--- src/sv/vrp_pkg.sv ---
// ----------------------------------------------------------------------------
// vrp_pkg
// Shared types and codes of the video register port: channel payloads,
// opcodes, register numbers and the command passed from front to back.
// ----------------------------------------------------------------------------
package vrp_pkg;

  localparam int OBJECT_BYTES    = 256;
  localparam int NAME_PAGE_BYTES = 1024;
  localparam int PALETTE_ENTRIES = 32;
  localparam int OBJ_AW          = $clog2(OBJECT_BYTES);
  localparam int NAME_AW         = $clog2(2 * NAME_PAGE_BYTES);
  localparam int PAL_AW          = $clog2(PALETTE_ENTRIES);
  localparam int PAT_AW          = 13;
  localparam int QUEUE_DEPTH     = 2;
  localparam int QUEUE_AW        = $clog2(QUEUE_DEPTH);

  localparam logic [3:0]  NTMAP_RESET   = 4'd12;
  localparam logic [13:0] PALETTE_BASE  = 14'h3F00;
  localparam logic [13:0] NAME_BASE     = 14'h2000;
  localparam logic [7:0]  PAL_MASK_GREY = 8'h30;
  localparam logic [7:0]  PAL_MASK_FULL = 8'h3F;

  localparam logic [2:0] OP_READ      = 3'd0;
  localparam logic [2:0] OP_WRITE     = 3'd1;
  localparam logic [2:0] OP_VBLANK    = 3'd2;
  localparam logic [2:0] OP_NMI_CHECK = 3'd3;
  localparam logic [2:0] OP_PRERENDER = 3'd4;

  localparam logic [2:0] REG_CTRL   = 3'd0;
  localparam logic [2:0] REG_MASK   = 3'd1;
  localparam logic [2:0] REG_STATUS = 3'd2;
  localparam logic [2:0] REG_OAMADR = 3'd3;
  localparam logic [2:0] REG_OAMDAT = 3'd4;
  localparam logic [2:0] REG_SCROLL = 3'd5;
  localparam logic [2:0] REG_ADDR   = 3'd6;
  localparam logic [2:0] REG_DATA   = 3'd7;

  typedef struct packed {
    logic [2:0] opcode;
    logic [2:0] reg_select;
    logic [7:0] write_data;
    logic [7:0] pattern_read_data;
  } in_item_t;

  typedef struct packed {
    logic [7:0]  read_data;
    logic        nmi_request;
    logic        pattern_access;
    logic [12:0] pattern_address;
    logic        pattern_write;
    logic [7:0]  pattern_write_data;
  } out_item_t;

  typedef enum logic [3:0] {
    K_NONE,
    K_STATUS,
    K_NMI,
    K_OAM_RD,
    K_OAM_WR,
    K_PAL_RD,
    K_PAL_WR,
    K_NAME_RD,
    K_NAME_WR,
    K_PAT_RD,
    K_PAT_WR
  } cmd_kind_t;

  typedef struct packed {
    cmd_kind_t         kind;
    logic [PAT_AW-1:0] addr;
    logic [7:0]        data;
    logic              grey;
    logic              vblank;
    logic              nmi;
  } cmd_t;

endpackage

--- src/sv/vrp_queue.sv ---
// ----------------------------------------------------------------------------
// vrp_queue
// Short command queue between the front and back ends.
// ----------------------------------------------------------------------------
module vrp_queue (
  input  logic          clk,
  input  logic          rst_n,
  input  logic          push,
  input  vrp_pkg::cmd_t push_cmd,
  output logic          full,
  input  logic          pop,
  output logic          empty,
  output vrp_pkg::cmd_t head_cmd
);
  import vrp_pkg::*;

  cmd_t                entry_r [QUEUE_DEPTH];
  logic [QUEUE_AW-1:0] wr_ptr_r;
  logic [QUEUE_AW-1:0] rd_ptr_r;
  logic [QUEUE_AW:0]   count_r;

  assign full     = (count_r == (QUEUE_AW+1)'(QUEUE_DEPTH));
  assign empty    = (count_r == '0);
  assign head_cmd = entry_r[rd_ptr_r];

  always_ff @(posedge clk) begin
    if (push) begin
      entry_r[wr_ptr_r] <= push_cmd;
    end
  end

  always_ff @(posedge clk) begin
    if (!rst_n) begin
      wr_ptr_r <= '0;
      rd_ptr_r <= '0;
      count_r  <= '0;
    end else begin
      if (push) begin
        wr_ptr_r <= wr_ptr_r + 1'b1;
      end
      if (pop) begin
        rd_ptr_r <= rd_ptr_r + 1'b1;
      end
      if (push && !pop) begin
        count_r <= count_r + (QUEUE_AW+1)'(1);
      end else if (pop && !push) begin
        count_r <= count_r - (QUEUE_AW+1)'(1);
      end
    end
  end

endmodule

--- config.mk ---
export PLATFORM = sky130hd
export DESIGN_NAME = vrp_queue
export DESIGN_NICKNAME = d
export VERILOG_FILES = /design/src/sv/vrp_pkg.sv /design/src/sv/vrp_queue.sv
export SDC_FILE = /design/constraint.sdc
export NUM_CORES = 1
export LEC_CHECK = 0
export BUFFER_PORTS_ARGS = -buffer_cell sky130_fd_sc_hd__buf_4
export CELL_PAD_IN_SITES_DETAIL_PLACEMENT = 1
export CELL_PAD_IN_SITES_GLOBAL_PLACEMENT = 1
export CORE_ASPECT_RATIO = 1.4
export CORE_MARGIN = 2
export CORE_UTILIZATION = 38
export CTS_CLUSTER_SIZE = 16
export DETAILED_ROUTE_END_ITERATION = 7
export GPL_ROUTABILITY_DRIVEN = 0
export PLACE_DENSITY_LB_ADDON = 0.15
export SLEW_MARGIN = 40
export SYNTH_ARGS = -nofsm -noshare
export SYNTH_HDL_FRONTEND = slang
export SYNTH_SLANG_ARGS = --single-unit
--- constraint.sdc ---
create_clock -name clk -period 2 [get_ports clk]
set_input_delay 0 -clock clk [delete_from_list [all_inputs] [get_ports clk]]
set_output_delay 0 -clock clk [all_outputs]
set_load 0.02 [all_outputs]
# Word level (Yosys, flattened, before mapping)
# Memory sizes are Yosys's and may differ from the RTL's. A register that Yosys moved wholly into a read port is not among the register bits.
# Cells that the tools add are included.
# W data, S select, Z words.
# word_totals
ff_bits	4
ramBits	56
in_bits	32
out_inout_bits	30
elab_cells	21
memories	1
# memory_table
memory	depth	word_bits	read_ports	rd_clocked_by_memory_dff	write_ports	line	rtl
entry_r	2	28	1	1	1	vrp_queue.sv:17	cmd_t entry_r [QUEUE_DEPTH];
# op_classes
n_addsub	4
eq_ne	1
mux	6
reduce_logical	6
# ops
op	n
$mux W1	4
$mux W2	2
$add A1 B1 Y1 const B	2
$add A2 B1 Y2 const B	1
$eq A2 B2 Y1 const B	1
$logic_and A1 B1 Y1	2
$logic_not A1 Y1	2
$logic_not A2 Y1	1
$reduce_bool A2 Y1	1
$sub A2 B1 Y2 const B	1

# Logic depth before layout (Yosys ltp)
# logic_depth
word_depth	4
depth_mapped	5
ltp_nobuf	5

# Worst setup path before layout
# Ideal clock, no wire load.
# synth_path
kind	register to register
start	reg wr_ptr_r
end	mem entry_r[0][0] in the netlist's numbering (enable)
setup_time_ps	418
arrival_ps	1602
required_time_ps	1582
slack_ps	-19
stages_incl_launch_ff	2
path_buffers	0
synth_period_minus_slack_ps	2019
cell_sequence	dfxtp_1 -> nor2b_1
# synth_lines
element	line	rtl
start: declaration	vrp_queue.sv:18	logic [QUEUE_AW-1:0] wr_ptr_r;
start signal: assignment	vrp_queue.sv:39	wr_ptr_r <= wr_ptr_r + 1'b1;
end: declaration	vrp_queue.sv:17	
# Straight into the memory's write port.

==> metrics.yaml <==
maxCapViolations: 0
maxSlewViolCount: 0
final_area_um2: 3270
synth_adder_area_share_pct: 0.558
grt_util_met3_pct: 5.72
synth_compound_area_share_pct: 0.892
critPathKind: "flip-flop to output port"
worst-r2r-cell-count: 2
worst_path_dominant_cell_family: "flip-flops"
ys_ff_latch: 61
cts_root_buf: "clkbuf_8"
worstSkewPairLatency_ns: 0.33
cts_setup_buffers: 0
critPathLaunchType: "flip-flop"
skew_ns: 0.00564
hold_viol: 0
synthMuxAreaShare_pct: 14.1
antenna_found_initial: 0
rows: 33
syn_area_um2: 2240
r2r_setup_slack_ns: 0.68
worstPathCellList: "buf_4 -> mux2_2 -> buf_4"
die_area_um2: 6540
fin_crit_sh_pct: 85.3
reg2reg_to: "entry_r[0][13]$_DFFE_PP_"
portBuffers: 61
total_power_mw: 2.92
crit_buf_inv: 2
synthSimpleGateAreaFrac_pct: 2.51
synthXorXnorAreaFrac_pct: 1.17
placed_cell_area_um2: 2810
report.final.setup_viol: 0
use_met1_pct: 15.0
post_drt_wl_per_cell_um: 16.2
hold_path.class: "input pin to flip-flop"
synthCells: 109
syn_avg_cell_area_um2: 20.6
grt_setup_unrepaired: "false"
slew_headroom_pct: 68.8
drcViolationCount: 0
io_pins: 62
critPathRequiredTime_ns: 2.00
worstHoldStart: "pop"
synth_nets: 142
end_kind: "output port"
cp_num_cells: 3
synth_top_family_by_area: "multiplexers"
clk_pin_slew_ns: 0.05
power-per-cell-area_nw_per_um2: 894
cpMaxStageDelayCell: "dfxtp_1"
num_vias: 1302
worstReg2RegStart: "wr_ptr_r$_SDFFE_PN0P_"
clock_path_buffers: 2
drt-total-wl_mm: 4.62
synth.distinct_cells: 17
antenna_cells: 0
max_stage_delay_ns: 0.58
ys_seq_area_share_pct: 79.4
max_slew.worst_pin.slew_ns: 0.467
htree_levels: 3
whs_path_depth: 3
synth_warnings: 0
first_pass_iters: 3
final_util_pct: 56.6
finalNetCount: 246
die-height_um: 94.9
grt_max_degree: 16
area_growth_pct: 45.7
grt_pass1_vias: 1523
numCtsBuffers: 9
final.min_clock_period_ns: 1.71
whs_ns: 0.0157
crit_path_frequent_cell: "buf_4"
grt_overflow: 0
status: "finished clean"
grt_use_total_pct: 15.8
p_leak_nw: 1.26
vias_per_cell: 4.55
die_w_um: 68.9
hold_end: "rd_ptr_r$_SDFFE_PN0P_"
dpl.hpwl_mm: 3.09
grt_pass1_wl_mm: 7.04
ant_nets: 0
worst-path-max-fanout: 10
clock_sinks: 61
max-vdd-ir-drop_v: 0.000426
drive_above_1_share_pct: 50.0
start_util_pct: 38.8
timing.fmax_mhz: 586
arrival_ns: 1.71
core_area_um2: 5780
finalSetupTns_ns: 0
cts_tree: "built"
met2_usage_pct: 28.6
top_usage_layer: "met2"
drtIter0Drc: 58
-- cell type report --
type	instances	area (µm²)
clock buffers	11	131
clock inverters	3	38.8
fillers	557	2510
inverters	1	3.75
multi-input cells	44	433
flip-flops and latches	61	1780
well taps	70	87.6
repair buffers	96	793
-- registers in the layout, summed over array words and instances, names as in the netlist, named ones only --
register,count
count_r,2
entry_r,56
rd_ptr_r,1
wr_ptr_r,1
-- worst reg2reg max path, stage by stage (launching register included) --
cell     delay (ns)
dfxtp_1        0.32
nor2b_2        0.40
buf_4          0.30
-- synth_stat cells (all sizes together) --
master | instances | area, µm²
edfxtp | 56 | 1680
mux2 | 28 | 315
dfxtp | 5 | 100
and2 | 4 | 25.0
buf | 3 | 27.5
nor2b | 2 | 12.5
xor2 | 2 | 17.5
a21boi | 1 | 7.51
and2b | 1 | 8.76
ha | 1 | 12.5
inv | 1 | 3.75
nor2 | 1 | 3.75
o21a | 1 | 7.51
o21ai | 1 | 5.00
or3 | 1 | 6.26
xnor2 | 1 | 8.76
-- layer usage --
metal | share of wire (%) | wire length [µm]
met5 | 0 | 0
met2 | 60 | 2760
met4 | 2.1 | 95
met1 | 33 | 1540
met3 | 4.8 | 220
-- logic make-up after synthesis --
kind of cell	count (synthesis)
simple gates	9
flops	61
compound gates	3
fa+ha+maj	1
buf+inv	4
mux	28
xor+xnor	3
-- cells in the final DEF (no fill, tap or decap), drive strengths merged --
| cell type | instances |
|---|---|
| inv | 1 |
| buf | 67 |
| clkinv | 2 |
| dfxtp | 5 |
| mux2 | 28 |
| xor2 | 2 |
| o21a | 1 |
| and2 | 4 |
| nor2b | 2 |
| edfxtp | 56 |
| bufinv | 1 |
| a21boi | 1 |
| o21ai | 1 |
| dlygate4sd3 | 29 |
| nor2 | 1 |
| ha | 1 |
| or3 | 1 |
| xnor2 | 1 |
| and2b | 1 |
| clkbuf | 11 |
-- power by group --
group / switching [mW] / internal (mW)
combinational: 0.210 / 0.243
clock: 0.416 / 0.555
sequential: 0.0289 / 1.47
total: 0.655 / 2.27
-- repair_timing --
item,CTS,global route
gates resized for setup,0,0
hold endpoints to repair,61,0
hold buffers,29,0
-- worst max-delay path by stage --
stage,slack (ns),from,to
after floorplan,0.52,wr_ptr_r$_SDFFE_PN0P_,entry_r[0][0]$_DFFE_PP_
after global placement,0.63,flip-flop,head_cmd[8]
after detailed placement,0.60,flip-flop,head_cmd[8]
after CTS,0.23,flip-flop,head_cmd[8]
after global routing,0.19,flip-flop,head_cmd[8]
final,0.29,flip-flop,head_cmd[8]
-- metrics by stage --
| step | setup slack [ns] | cells |
|---|---|---|
| floorplan | 0.516 | 109 |
| finish | 0.294 | 286 |
| CTS | 0.230 | 286 |
| detailed placement | 0.599 | 243 |
| global placement | 0.632 | 243 |
| global route | 0.186 | 286 |
Note: power is estimated with default switching activity, not from simulation.
