--- config.mk ---
export PLATFORM = sky130hd
export DESIGN_NAME = vrp_front
export DESIGN_NICKNAME = d
export VERILOG_FILES = /design/src/sv/vrp_pkg.sv /design/src/sv/vrp_front.sv
export SDC_FILE = /design/constraint.sdc
export NUM_CORES = 1
export LEC_CHECK = 0
export CAP_MARGIN = 20
export CORE_MARGIN = 4
export CORE_UTILIZATION = 50
export CTS_BUF_LIST = sky130_fd_sc_hd__clkbuf_4 sky130_fd_sc_hd__clkbuf_8
export DETAILED_ROUTE_END_ITERATION = 6
export DONT_BUFFER_PORTS = 1
export GPL_TIMING_DRIVEN = 0
export PLACE_DENSITY = 0.62
export SLEW_MARGIN = 25
export SYNTH_ARGS = -nofsm -noshare
export SYNTH_HDL_FRONTEND = slang
export SYNTH_SLANG_ARGS = --single-unit
--- constraint.sdc ---
create_clock -name clk -period 3 [get_ports clk]
set_input_delay 0 -clock clk [delete_from_list [all_inputs] [get_ports clk]]
set_output_delay 0 -clock clk [all_outputs]
set_load 0.1 [all_outputs]
--- src/sv/vrp_pkg.sv ---
// ----------------------------------------------------------------------------
// vrp_pkg
// Shared types and codes of the video register port: channel payloads,
// opcodes, register numbers and the command passed from front to back.
// ----------------------------------------------------------------------------
package vrp_pkg;

  localparam int OBJECT_BYTES    = 256;
  localparam int NAME_PAGE_BYTES = 1024;
  localparam int PALETTE_ENTRIES = 32;
  localparam int OBJ_AW          = $clog2(OBJECT_BYTES);
  localparam int NAME_AW         = $clog2(2 * NAME_PAGE_BYTES);
  localparam int PAL_AW          = $clog2(PALETTE_ENTRIES);
  localparam int PAT_AW          = 13;
  localparam int QUEUE_DEPTH     = 2;
  localparam int QUEUE_AW        = $clog2(QUEUE_DEPTH);

  localparam logic [3:0]  NTMAP_RESET   = 4'd12;
  localparam logic [13:0] PALETTE_BASE  = 14'h3F00;
  localparam logic [13:0] NAME_BASE     = 14'h2000;
  localparam logic [7:0]  PAL_MASK_GREY = 8'h30;
  localparam logic [7:0]  PAL_MASK_FULL = 8'h3F;

  localparam logic [2:0] OP_READ      = 3'd0;
  localparam logic [2:0] OP_WRITE     = 3'd1;
  localparam logic [2:0] OP_VBLANK    = 3'd2;
  localparam logic [2:0] OP_NMI_CHECK = 3'd3;
  localparam logic [2:0] OP_PRERENDER = 3'd4;

  localparam logic [2:0] REG_CTRL   = 3'd0;
  localparam logic [2:0] REG_MASK   = 3'd1;
  localparam logic [2:0] REG_STATUS = 3'd2;
  localparam logic [2:0] REG_OAMADR = 3'd3;
  localparam logic [2:0] REG_OAMDAT = 3'd4;
  localparam logic [2:0] REG_SCROLL = 3'd5;
  localparam logic [2:0] REG_ADDR   = 3'd6;
  localparam logic [2:0] REG_DATA   = 3'd7;

  typedef struct packed {
    logic [2:0] opcode;
    logic [2:0] reg_select;
    logic [7:0] write_data;
    logic [7:0] pattern_read_data;
  } in_item_t;

  typedef struct packed {
    logic [7:0]  read_data;
    logic        nmi_request;
    logic        pattern_access;
    logic [12:0] pattern_address;
    logic        pattern_write;
    logic [7:0]  pattern_write_data;
  } out_item_t;

  typedef enum logic [3:0] {
    K_NONE,
    K_STATUS,
    K_NMI,
    K_OAM_RD,
    K_OAM_WR,
    K_PAL_RD,
    K_PAL_WR,
    K_NAME_RD,
    K_NAME_WR,
    K_PAT_RD,
    K_PAT_WR
  } cmd_kind_t;

  typedef struct packed {
    cmd_kind_t         kind;
    logic [PAT_AW-1:0] addr;
    logic [7:0]        data;
    logic              grey;
    logic              vblank;
    logic              nmi;
  } cmd_t;

endpackage

--- src/sv/vrp_front.sv ---
// ----------------------------------------------------------------------------
// vrp_front
// Accepts CPU accesses and timing events, updates the scalar registers and
// turns each item into a command for the memory back end.
// ----------------------------------------------------------------------------
module vrp_front (
  input  logic            clk,
  input  logic            rst_n,
  input  logic            in_valid,
  output logic            in_ready,
  input  vrp_pkg::in_item_t in_data,
  input  logic            cfg_valid,
  output logic            cfg_ready,
  input  logic [3:0]      cfg_data,
  input  logic            q_full,
  output logic            q_push,
  output vrp_pkg::cmd_t   q_cmd
);
  import vrp_pkg::*;

  logic [7:0]  ctrl_r, ctrl_nxt;
  logic [7:0]  mask_r, mask_nxt;
  logic        vblank_r, vblank_nxt;
  logic [7:0]  oam_addr_r, oam_addr_nxt;
  logic        toggle_r, toggle_nxt;
  logic [2:0]  fine_x_r, fine_x_nxt;
  logic [14:0] temp_r, temp_nxt;
  logic [15:0] vaddr_r, vaddr_nxt;
  logic [3:0]  ntmap_r;
  logic        accept;
  logic        wr;
  logic [13:0] va;
  logic [4:0]  pal_idx;
  logic [7:0]  d;

  assign in_ready  = !q_full;
  assign cfg_ready = 1'b1;
  assign accept    = in_valid && in_ready;
  assign q_push    = accept;
  assign wr        = (in_data.opcode == OP_WRITE);
  assign d         = in_data.write_data;
  assign va        = vaddr_r[13:0];

  always_comb begin
    pal_idx = va[4:0];
    if (pal_idx[1:0] == 2'b00) begin
      pal_idx[4] = 1'b0;
    end
  end

  always_comb begin
    ctrl_nxt     = ctrl_r;
    mask_nxt     = mask_r;
    vblank_nxt   = vblank_r;
    oam_addr_nxt = oam_addr_r;
    toggle_nxt   = toggle_r;
    fine_x_nxt   = fine_x_r;
    temp_nxt     = temp_r;
    vaddr_nxt    = vaddr_r;
    q_cmd        = '0;
    q_cmd.kind   = K_NONE;
    if (accept) begin
      unique case (in_data.opcode)
        OP_VBLANK: begin
          vblank_nxt = 1'b1;
        end
        OP_NMI_CHECK: begin
          q_cmd.kind = K_NMI;
          q_cmd.nmi  = ctrl_r[7];
        end
        OP_PRERENDER: begin
          vblank_nxt = 1'b0;
        end
        OP_READ, OP_WRITE: begin
          unique case (in_data.reg_select)
            REG_CTRL: begin
              if (wr) begin
                ctrl_nxt        = d;
                temp_nxt[11:10] = d[1:0];
              end
            end
            REG_MASK: begin
              if (wr) begin
                mask_nxt = d;
              end
            end
            REG_STATUS: begin
              if (!wr) begin
                q_cmd.kind   = K_STATUS;
                q_cmd.vblank = vblank_r;
                vblank_nxt   = 1'b0;
                toggle_nxt   = 1'b0;
              end
            end
            REG_OAMADR: begin
              if (wr) begin
                oam_addr_nxt = d;
              end
            end
            REG_OAMDAT: begin
              q_cmd.addr = PAT_AW'(oam_addr_r);
              q_cmd.data = d;
              if (wr) begin
                q_cmd.kind   = K_OAM_WR;
                oam_addr_nxt = oam_addr_r + 8'd1;
              end else begin
                q_cmd.kind = K_OAM_RD;
              end
            end
            REG_SCROLL: begin
              if (wr) begin
                if (!toggle_r) begin
                  fine_x_nxt    = d[2:0];
                  temp_nxt[4:0] = d[7:3];
                end else begin
                  temp_nxt[14:12] = d[2:0];
                  temp_nxt[9:5]   = d[7:3];
                end
                toggle_nxt = !toggle_r;
              end
            end
            REG_ADDR: begin
              if (wr) begin
                if (!toggle_r) begin
                  temp_nxt[14]   = 1'b0;
                  temp_nxt[13:8] = d[5:0];
                end else begin
                  temp_nxt[7:0] = d;
                  vaddr_nxt     = {1'b0, temp_r[14:8], d};
                end
                toggle_nxt = !toggle_r;
              end
            end
            REG_DATA: begin
              q_cmd.grey = mask_r[0];
              if (va >= PALETTE_BASE) begin
                q_cmd.kind = wr ? K_PAL_WR : K_PAL_RD;
                q_cmd.addr = PAT_AW'(pal_idx);
                q_cmd.data = d;
              end else if (va >= NAME_BASE) begin
                q_cmd.kind = wr ? K_NAME_WR : K_NAME_RD;
                q_cmd.addr = PAT_AW'({ntmap_r[va[11:10]], va[9:0]});
                q_cmd.data = d;
              end else begin
                q_cmd.kind = wr ? K_PAT_WR : K_PAT_RD;
                q_cmd.addr = va[12:0];
                q_cmd.data = wr ? d : in_data.pattern_read_data;
              end
              vaddr_nxt = vaddr_r + (ctrl_r[2] ? 16'd32 : 16'd1);
            end
            default: begin
            end
          endcase
        end
        default: begin
        end
      endcase
    end
  end

  always_ff @(posedge clk) begin
    if (!rst_n) begin
      ctrl_r     <= '0;
      mask_r     <= '0;
      vblank_r   <= 1'b0;
      oam_addr_r <= '0;
      toggle_r   <= 1'b0;
      fine_x_r   <= '0;
      temp_r     <= '0;
      vaddr_r    <= '0;
      ntmap_r    <= NTMAP_RESET;
    end else begin
      ctrl_r     <= ctrl_nxt;
      mask_r     <= mask_nxt;
      vblank_r   <= vblank_nxt;
      oam_addr_r <= oam_addr_nxt;
      toggle_r   <= toggle_nxt;
      fine_x_r   <= fine_x_nxt;
      temp_r     <= temp_nxt;
      vaddr_r    <= vaddr_nxt;
      if (cfg_valid && cfg_ready) begin
        ntmap_r <= cfg_data;
      end
    end
  end

endmodule

* Word-level counts from Yosys, hierarchy flattened
Cells that the tools add are included.
W data, S select, Z words.
** Operators by class
- $add $sub $neg :: 2
- Magnitude comparators :: 3
- Eq/ne operators :: 23
- Multiplexer cells :: 44
- Reductions and logical operators :: 22
** Operators with widths (count)
- $mux W25 :: 2
- $pmux W21 S2 :: 1
- $mux W16 :: 2
- $mux W8 :: 4
- $pmux W16 S2 :: 1
- $ge A14 B14 Y1 const B :: 2
- $mux W28 :: 1
- $mux W23 :: 1
- $ne A2 B2 Y1 const B :: 10
- $pmux W10 S2 :: 1
- $add A16 B6 Y16 :: 1
- $pmux W8 S2 :: 1
- $eq A3 B3 Y1 const B :: 5
- $mux W15 :: 1
- $reduce_and A5 Y1 :: 3
- $eq A3 B2 Y1 const B :: 4
- $pmux W4 S3 :: 1
- $reduce_and A4 Y1 :: 3
- $mux W1 :: 10
- $mux W10 :: 1
- $mux W5 :: 2
- $reduce_bool A2 Y1 :: 5
- $mux W3 :: 3
- $add A8 B1 Y8 const B :: 1
- 21 further kinds :: 28
** Word-level totals
- Register bits after elaboration :: 46
- Output and inout bits :: 31
- Logic and storage cells :: 103

* Logic depth before layout (Yosys ltp)
Gate-level depths: netlist (run 1).
- Depth after elaboration :: 7
- Mapped depth :: 7
- Gate-level depth less buffers :: 7

* Worst setup path before layout (run 1)
Ideal clock, no wire load.
- Kind :: input to output
- From :: input port in_data[18] (netlist name)
- To :: output port q_cmd[25] (netlist name)
- Data arrival time :: 3361 ps
- Required time :: 3000 ps
- Slack :: -361 ps
- Stages on the path :: 6
- Buffers on the path :: 2
- Path through :: clkbuf_1 > or3b_2 > clkbuf_1 > nor3_1 > a21oi_1 > o32ai_1
** RTL lines
- start, declared :: RTL line vrp_front.sv:11 : input vrp_pkg::in_item_t in_data,
- end, declared :: RTL line vrp_front.sv:17 : output vrp_pkg::cmd_t q_cmd

==> results of run 1 <==
[worst max-delay path by stage]
| stage | from | to | slack, ps |
|---|---|---|---|
| floorplan | in_data[20] | q_cmd[22] | 200 |
| global placement | in_data[20] | q_cmd[22] | -240 |
| detailed placement | in_data[18] | q_cmd[5] | 260 |
| CTS | in_data[18] | q_cmd[5] | 250 |
| global route | in_data[18] | q_cmd[9] | 50 |
| finish | in_data[18] | q_cmd[5] | 260 |
[cell type report]
class | instances | area [um^2]
fill | 507 | 2004
multi-input combinational | 275 | 1887
sequential | 37 | 740.7
timing repair buffer | 16 | 175.2
buffer | 29 | 121.4
tap | 70 | 87.58
clock buffer | 6 | 76.32
inverter | 10 | 37.54
clock inverter | 2 | 10.01
[worst reg2reg max path, cell delays in order, from the launching register on]
cell	delay (ps)
dfxtp_1	340
ha_1	340
nand4_1	180
o21a_1	290
or4b_2	620
a31oi_1	170
[through the flow]
step                      setup TNS [ps]  instances  hold slack, ps
after floorplan                        0        351           128.0
after global placement            -265.0        421           130.5
after detailed placement               0        424           137.7
after CTS                              0        445          0.4176
after global routing                   0        445           21.77
final                                  0        445           7.026
[where the power goes]
part / internal (uW) / leakage [uW] / switching (uW) / total, uW
Combinational: 49.3 / 0.000672 / 108 / 158
Sequential: 496 / 0.000299 / 3.74 / 500
Clock: 170 / 0.0000484 / 183 / 354
Total: 716 / 0.00102 / 295 / 1010
[state kept, by name, indices dropped and copies added (netlist names)]
register    count
toggle_r        1
temp_r          6
ctrl_r          2
oam_addr_r      8
vaddr_r        14
mask_r          1
vblank_r        1
ntmap_r         4
[cells in the mapped netlist (6+ instances only)]
cell type	number	area share [%]
a211oi_1	7	2.0
mux2i_1	18	6.7
nand2_1	36	5.0
a22oi_1	6	1.7
clkbuf_1	21	2.9
nor3_1	14	2.6
nand3_1	14	2.6
nor2_1	31	4.3
and2_1	8	1.9
a21oi_1	21	3.9
dfxtp_1	37	28
inv_1	8	1.1
a22o_1	8	2.6
and3_1	6	1.4
o21ai_0	15	2.8
[cells by family after synthesis]
logic type / synth area share (%)
other cells: 0.1397
mux: 8.391
compound gates: 26.90
buf+inv: 5.921
xor+xnor: 0.6528
flops: 27.60
fa+ha+maj: 2.331
simple gates: 28.07
[per-layer routing]
metal	vias to the layer above	GRT usage (%)	routed length, um
met3	12	6.541	647
met4	0	6.757	131
li1	1369	-	-
met5	-	0	0
met2	90	43.00	3775
met1	1319	37.81	3976
==> results.cfg, run 1 <==
[clock_tree]
clock_latency_ps = 290
cts_buffer_depth = 2
cts_made_buffers = 5
cts_resized = 0
cts_setup_buffers = 0
cts_root_buf = clkbuf_8
cts_tree = yes
hold_buffers = 13
htreeDepth = 2
clock-sinks = 37
clk_pin_slew_ps = 70

[die]
io_pins = 62
initial_core_util_pct = 52.22
core_um2 = 5140
std_cell_rows = 26
fp.dieArea_um2 = 6604
die_h_um = 81.27
die_w_um = 81.27

[yosys]
synth_cell_types = 62
synth_seq_cells = 37
synth_edf_count = 0
syn_area_per_cell_um2 = 7.646
syn_nets = 387
synth_ff_type = dfxtp_1
async_reset_ff_share_pct = 0
yosys_warnings = 0
syn_inst = 351
synth-seq-area-share_pct = 27.60
syn_area_um2 = 2684

[drt]
firstDrtPassIters = 4
drcViolationCount = 0
post_drt_wl_per_cell_um = 19.17
vias = 2790
wirelength_um = 8532
postRouteAntennaNets = 0
viasPerCell = 6.270
drtIter0Drc = 169

[critical_path]
crit_chain = clkbuf_1 -> and3_1 -> clkbuf_1 -> nand2_1 -> nor3_1 -> a22o_1
critPathTopFamily = simple AND/OR/NAND/NOR gates
reg2regPathDepth = 5
crit_slowest_cell = a22o_1
reg2reg_to = vaddr_r[10]$_SDFFE_PN0P_
cp_data_arrival_time_ps = 2740
path_depth = 6
crit_path_max_fanout = 9
crit_buf_inv = 2
cp-start-kind = primary input
critical-path-max-stage-delay_ps = 900
critPathKind = in -> out
cpMostUsedCell = clkbuf_1
crit_required_ps = 3000
r2r-start = ctrl_r[2]$_SDFFE_PN0P_
ff2ff_setup_slack_ps = 1000
critPathCaptureType = primary output

[place]
dp_slack_ps = 262.4
place_area_um2 = 2919
gp_congestion = 0.8732
post-dp-hpwl_um = 6202
portBuffers = 0

[global_route]
grt_pass1_wl_um = 13720
grt_start_max_net_pins = 12
antenna_found_initial = 0
grt-ovfl-total = 0
grt_util_all_layers_pct = 27.46
grt_pass1_vias = 2632

[sta]
worstMarginPinSlew_ps = 1070
grt_setup_unrepaired = false
slew_viol_final = 0
post-route-period-util_pct = 91.49
hold_viol = 0
skew_ps = 10.65
setup_slack_ps = 255.3
max_freq_ghz = 0.3643
max_slew_margin_pct = 28.61
setup_viol_count_final = 0
min_period_ps = 2745

[pwr]
vdd_drop_max_mv = 0.2580
cellLeakagePower_uw = 0.001019
power_density_nw_per_um2 = 322.4
power_uw = 1011

[min_path]
min_from = in_data[9]
hold_path_class = in -> reg
hold_end = temp_r[9]$_SDFFE_PN0P_
hold_depth = 3

[layout]
stdcell_area_um2 = 3136
drive_gt1_share_pct = 12.27
final_cell_mix = dfxtp_1, nand2_1, nor2_1
antenna_cells = 0
final_common_cell = dfxtp_1
fin_util_pct = 61.00
area_growth_pct = 16.83
nets = 410

[run_status]
run_status = finished, final reports clean

[job]
cap_violations = 0
No activity file was read; power rests on OpenSTA's default activity.
==> run 2, diff against run 1 <==
--- a/config.mk
+++ b/config.mk
@@ -5,6 +5,7 @@
 export SDC_FILE = /design/constraint.sdc
 export NUM_CORES = 1
 export LEC_CHECK = 0
+export ABC_AREA = 1
 export CAP_MARGIN = 20
 export CORE_MARGIN = 4
 export CORE_UTILIZATION = 50
==> run 2 against run 1 <==
Flip-flop and latch count did not move. Design area rose by 7.4%. Synthesized area rose by 3.2%. Critical path depth rose by 3. Clock power rose by 51%. Clock skew rose by 2.1 ps. First-iteration DRC count rose by 23%. Global-route usage fell by 0.17 points. Critical path type unchanged. Largest power group is now clock. Register-to-register slack improved by 300 ps. Hold slack barely moved. Non-clock buffer count fell by 10.
==> results.cfg, run 2 <==
[critical_path]
cp_data_arrival_time_ps = 2780
crit_end = q_cmd[19]
reg2regPathDepth = 11
critPathKind = in -> out
ff2ff_setup_slack_ps = 1300
crit_required_ps = 3000
crit_path_max_fanout = 7
crit_start = q_full
cp-start-kind = primary input
critPathCaptureType = primary output
reg2reg_to = vaddr_r[12]$_SDFFE_PN0P_
r2r-start = vaddr_r[0]$_SDFFE_PN0P_

[die]
die_h_um = 82.44
initial_core_util_pct = 52.89
core_um2 = 5238
fp.dieArea_um2 = 6796
die_w_um = 82.44
std_cell_rows = 26
io_pins = 62

[global_route]
grt_pass1_wl_um = 14120
antenna_found_initial = 0
grt-ovfl-total = 0
grt_pass1_vias = 2991
grt_util_all_layers_pct = 27.29
grt_start_max_net_pins = 13

[layout]
final_common_cell = nand2_1
antenna_cells = 0
reg_top3 = vaddr_r x14, oam_addr_r x8, temp_r x6
final_cell_mix = nand2_1, nor2_1, inv_1
largest_reg_flops = 14
top_register = vaddr_r
nets = 525
stdcell_area_um2 = 3367
area_growth_pct = 21.54
drive_gt1_share_pct = 13.88

[yosys]
synth_seq_cells = 37
synthTopCellsByCount = nand2_1, nor2_1, inv_1
yosys_warnings = 0
synth_edf_count = 0
netlist.top_cell.by_area = dfxtp_1
syn_area_um2 = 2770
syn_nets = 501
synth.top_cells.by_area = dfxtp_1, nand2_1, o21ai_0
synth-seq-area-share_pct = 26.74
synth_ff_type = dfxtp_1
synthMostInstantiatedCell = nand2_1
syn_inst = 465
synth_cell_types = 37
syn_area_per_cell_um2 = 5.957
async_reset_ff_share_pct = 0
synth_top_area_share_pct = 26.74

[drt]
viasPerCell = 5.709
post_drt_wl_per_cell_um = 15.91
firstDrtPassIters = 5
postRouteAntennaNets = 0
drtIter0Drc = 208
wirelength_um = 8907
drcViolationCount = 0
vias = 3197

[clock_tree]
clock-sinks = 37
clock_latency_ps = 300
cts_tree = yes
cts_root_buf = clkbuf_8
cts_buffer_depth = 2
cts_resized = 0
cts_made_buffers = 5
htreeDepth = 2
clk_pin_slew_ps = 90

[sta]
max_slew_margin_pct = 25.72
skew_ps = 12.76
fin_hold_ws_ps = 7.114
max_freq_ghz = 0.3597
grt_setup_unrepaired = false
slew_viol_final = 0
min_period_ps = 2780
worstMarginPinSlew_ps = 1117
hold_viol = 0
post-route-period-util_pct = 92.67
setup_viol_count_final = 0

[run_status]
run_status = finished, final reports clean

[pwr]
power_density_nw_per_um2 = 355.1
power_uw = 1196
cellLeakagePower_uw = 0.001285
vdd_drop_max_mv = 0.1951

[place]
gp_congestion = 0.9384
portBuffers = 0
place_area_um2 = 3060
post-dp-hpwl_um = 6603

[min_path]
hold_path_class = in -> reg

[job]
cap_violations = 0
[run 2: changes by cell type after synthesis, sizes merged, moves of 8 or more]
| cell | delta |
|---|---|
| nand2 | +65 |
| inv | +47 |
| o21ai | +40 |
| nor2 | +37 |
| nand3 | +23 |
| mux2i | -18 |
| a21oi | +16 |
| clkbuf | -14 |
| and2 | -8 |
[run 2: routing by layer]
metal / track usage (%) / wire length, um / up-vias
met4: 7.309 / 152 / 0
met2: 46.31 / 4115 / 156
met1: 34.21 / 3828 / 1452
li1: - / - / 1574
met5: 0 / 0 / -
met3: 6.725 / 811 / 15
[run 2: layout make-up]
type	count	area [um^2]
Multi-Input combinational cell	353	1909
Fill cell	524	1871
Sequential cell	37	740.7
Inverter	57	215.2
Timing Repair Buffer	17	180.2
Buffer	18	100.1
Tap cell	70	87.58
Clock buffer	5	68.82
Clock inverter	3	65.06
[run 2: per-stage QoR]
step                      std cells  TNS [ps]  setup WS [ps]  utilization [%]
after floorplan                 465    -918.6         -459.3                -
after global placement          535     -2631         -657.0            55.38
after detailed placement        537         0          230.3            58.43
after CTS                       560         0          228.4            63.86
after global routing            560         0          73.83            64.29
final                           560         0          220.0            64.29
[run 2: cells by family (layout without fill, tap and decap cells)]
kind of cell / Yosys count / count (layout) / synth area share [%]
compound gates: 112 / 112 / 21.64
xor+xnor: 1 / 1 / 0.3162
buf+inv: 75 / 100 / 11.38
other cells: 1 / 1 / 0.1354
simple gates: 234 / 234 / 37.53
fa+ha+maj: 5 / 5 / 2.258
flops: 37 / 37 / 26.74
[run 2: power by group]
group          internal, uW  switching, uW  total, uW
Sequential              498           4.90        503
Combinational          49.2            110        159
Clock                   331            203        534
Total                   878            318       1200
[run 2: timing repair]
item,CTS,global route
endpoints found under the setup margin,0,0
buffers inserted,0,0
hold endpoints to repair,17,0
hold buffers,15,0
[run 2: critical path: stages]
cell     delay (ps)
inv_2           340
nand2_2         170
inv_2           440
nand2_1         240
nor2_1          190
inv_1           260
nor2_1          210
inv_1           110
nor2_2          810
[run 2: how the worst min path moves through the flow]
| stage | to | from | slack [ps] | depth (start not counted) |
|---|---|---|---|---|
| 6_report | temp_r[8]$_SDFFE_PN0P_ | in_data[14] | 7 | 4 |
| 5_1_grt | temp_r[9]$_SDFFE_PN0P_ | in_data[15] | 30 | 4 |
| 4_1_cts | mask_r[0]$_SDFFE_PN0P_ | in_data[8] | 9 | 2 |
| 3_5_place_dp | ntmap_r[3]$_SDFFE_PN1P_ | cfg_data[3] | 140 | 2 |
| 3_3_place_gp | ntmap_r[2]$_SDFFE_PN1P_ | cfg_valid | 130 | 2 |
| 2_1_floorplan | ntmap_r[3]$_SDFFE_PN1P_ | cfg_data[3] | 120 | 2 |
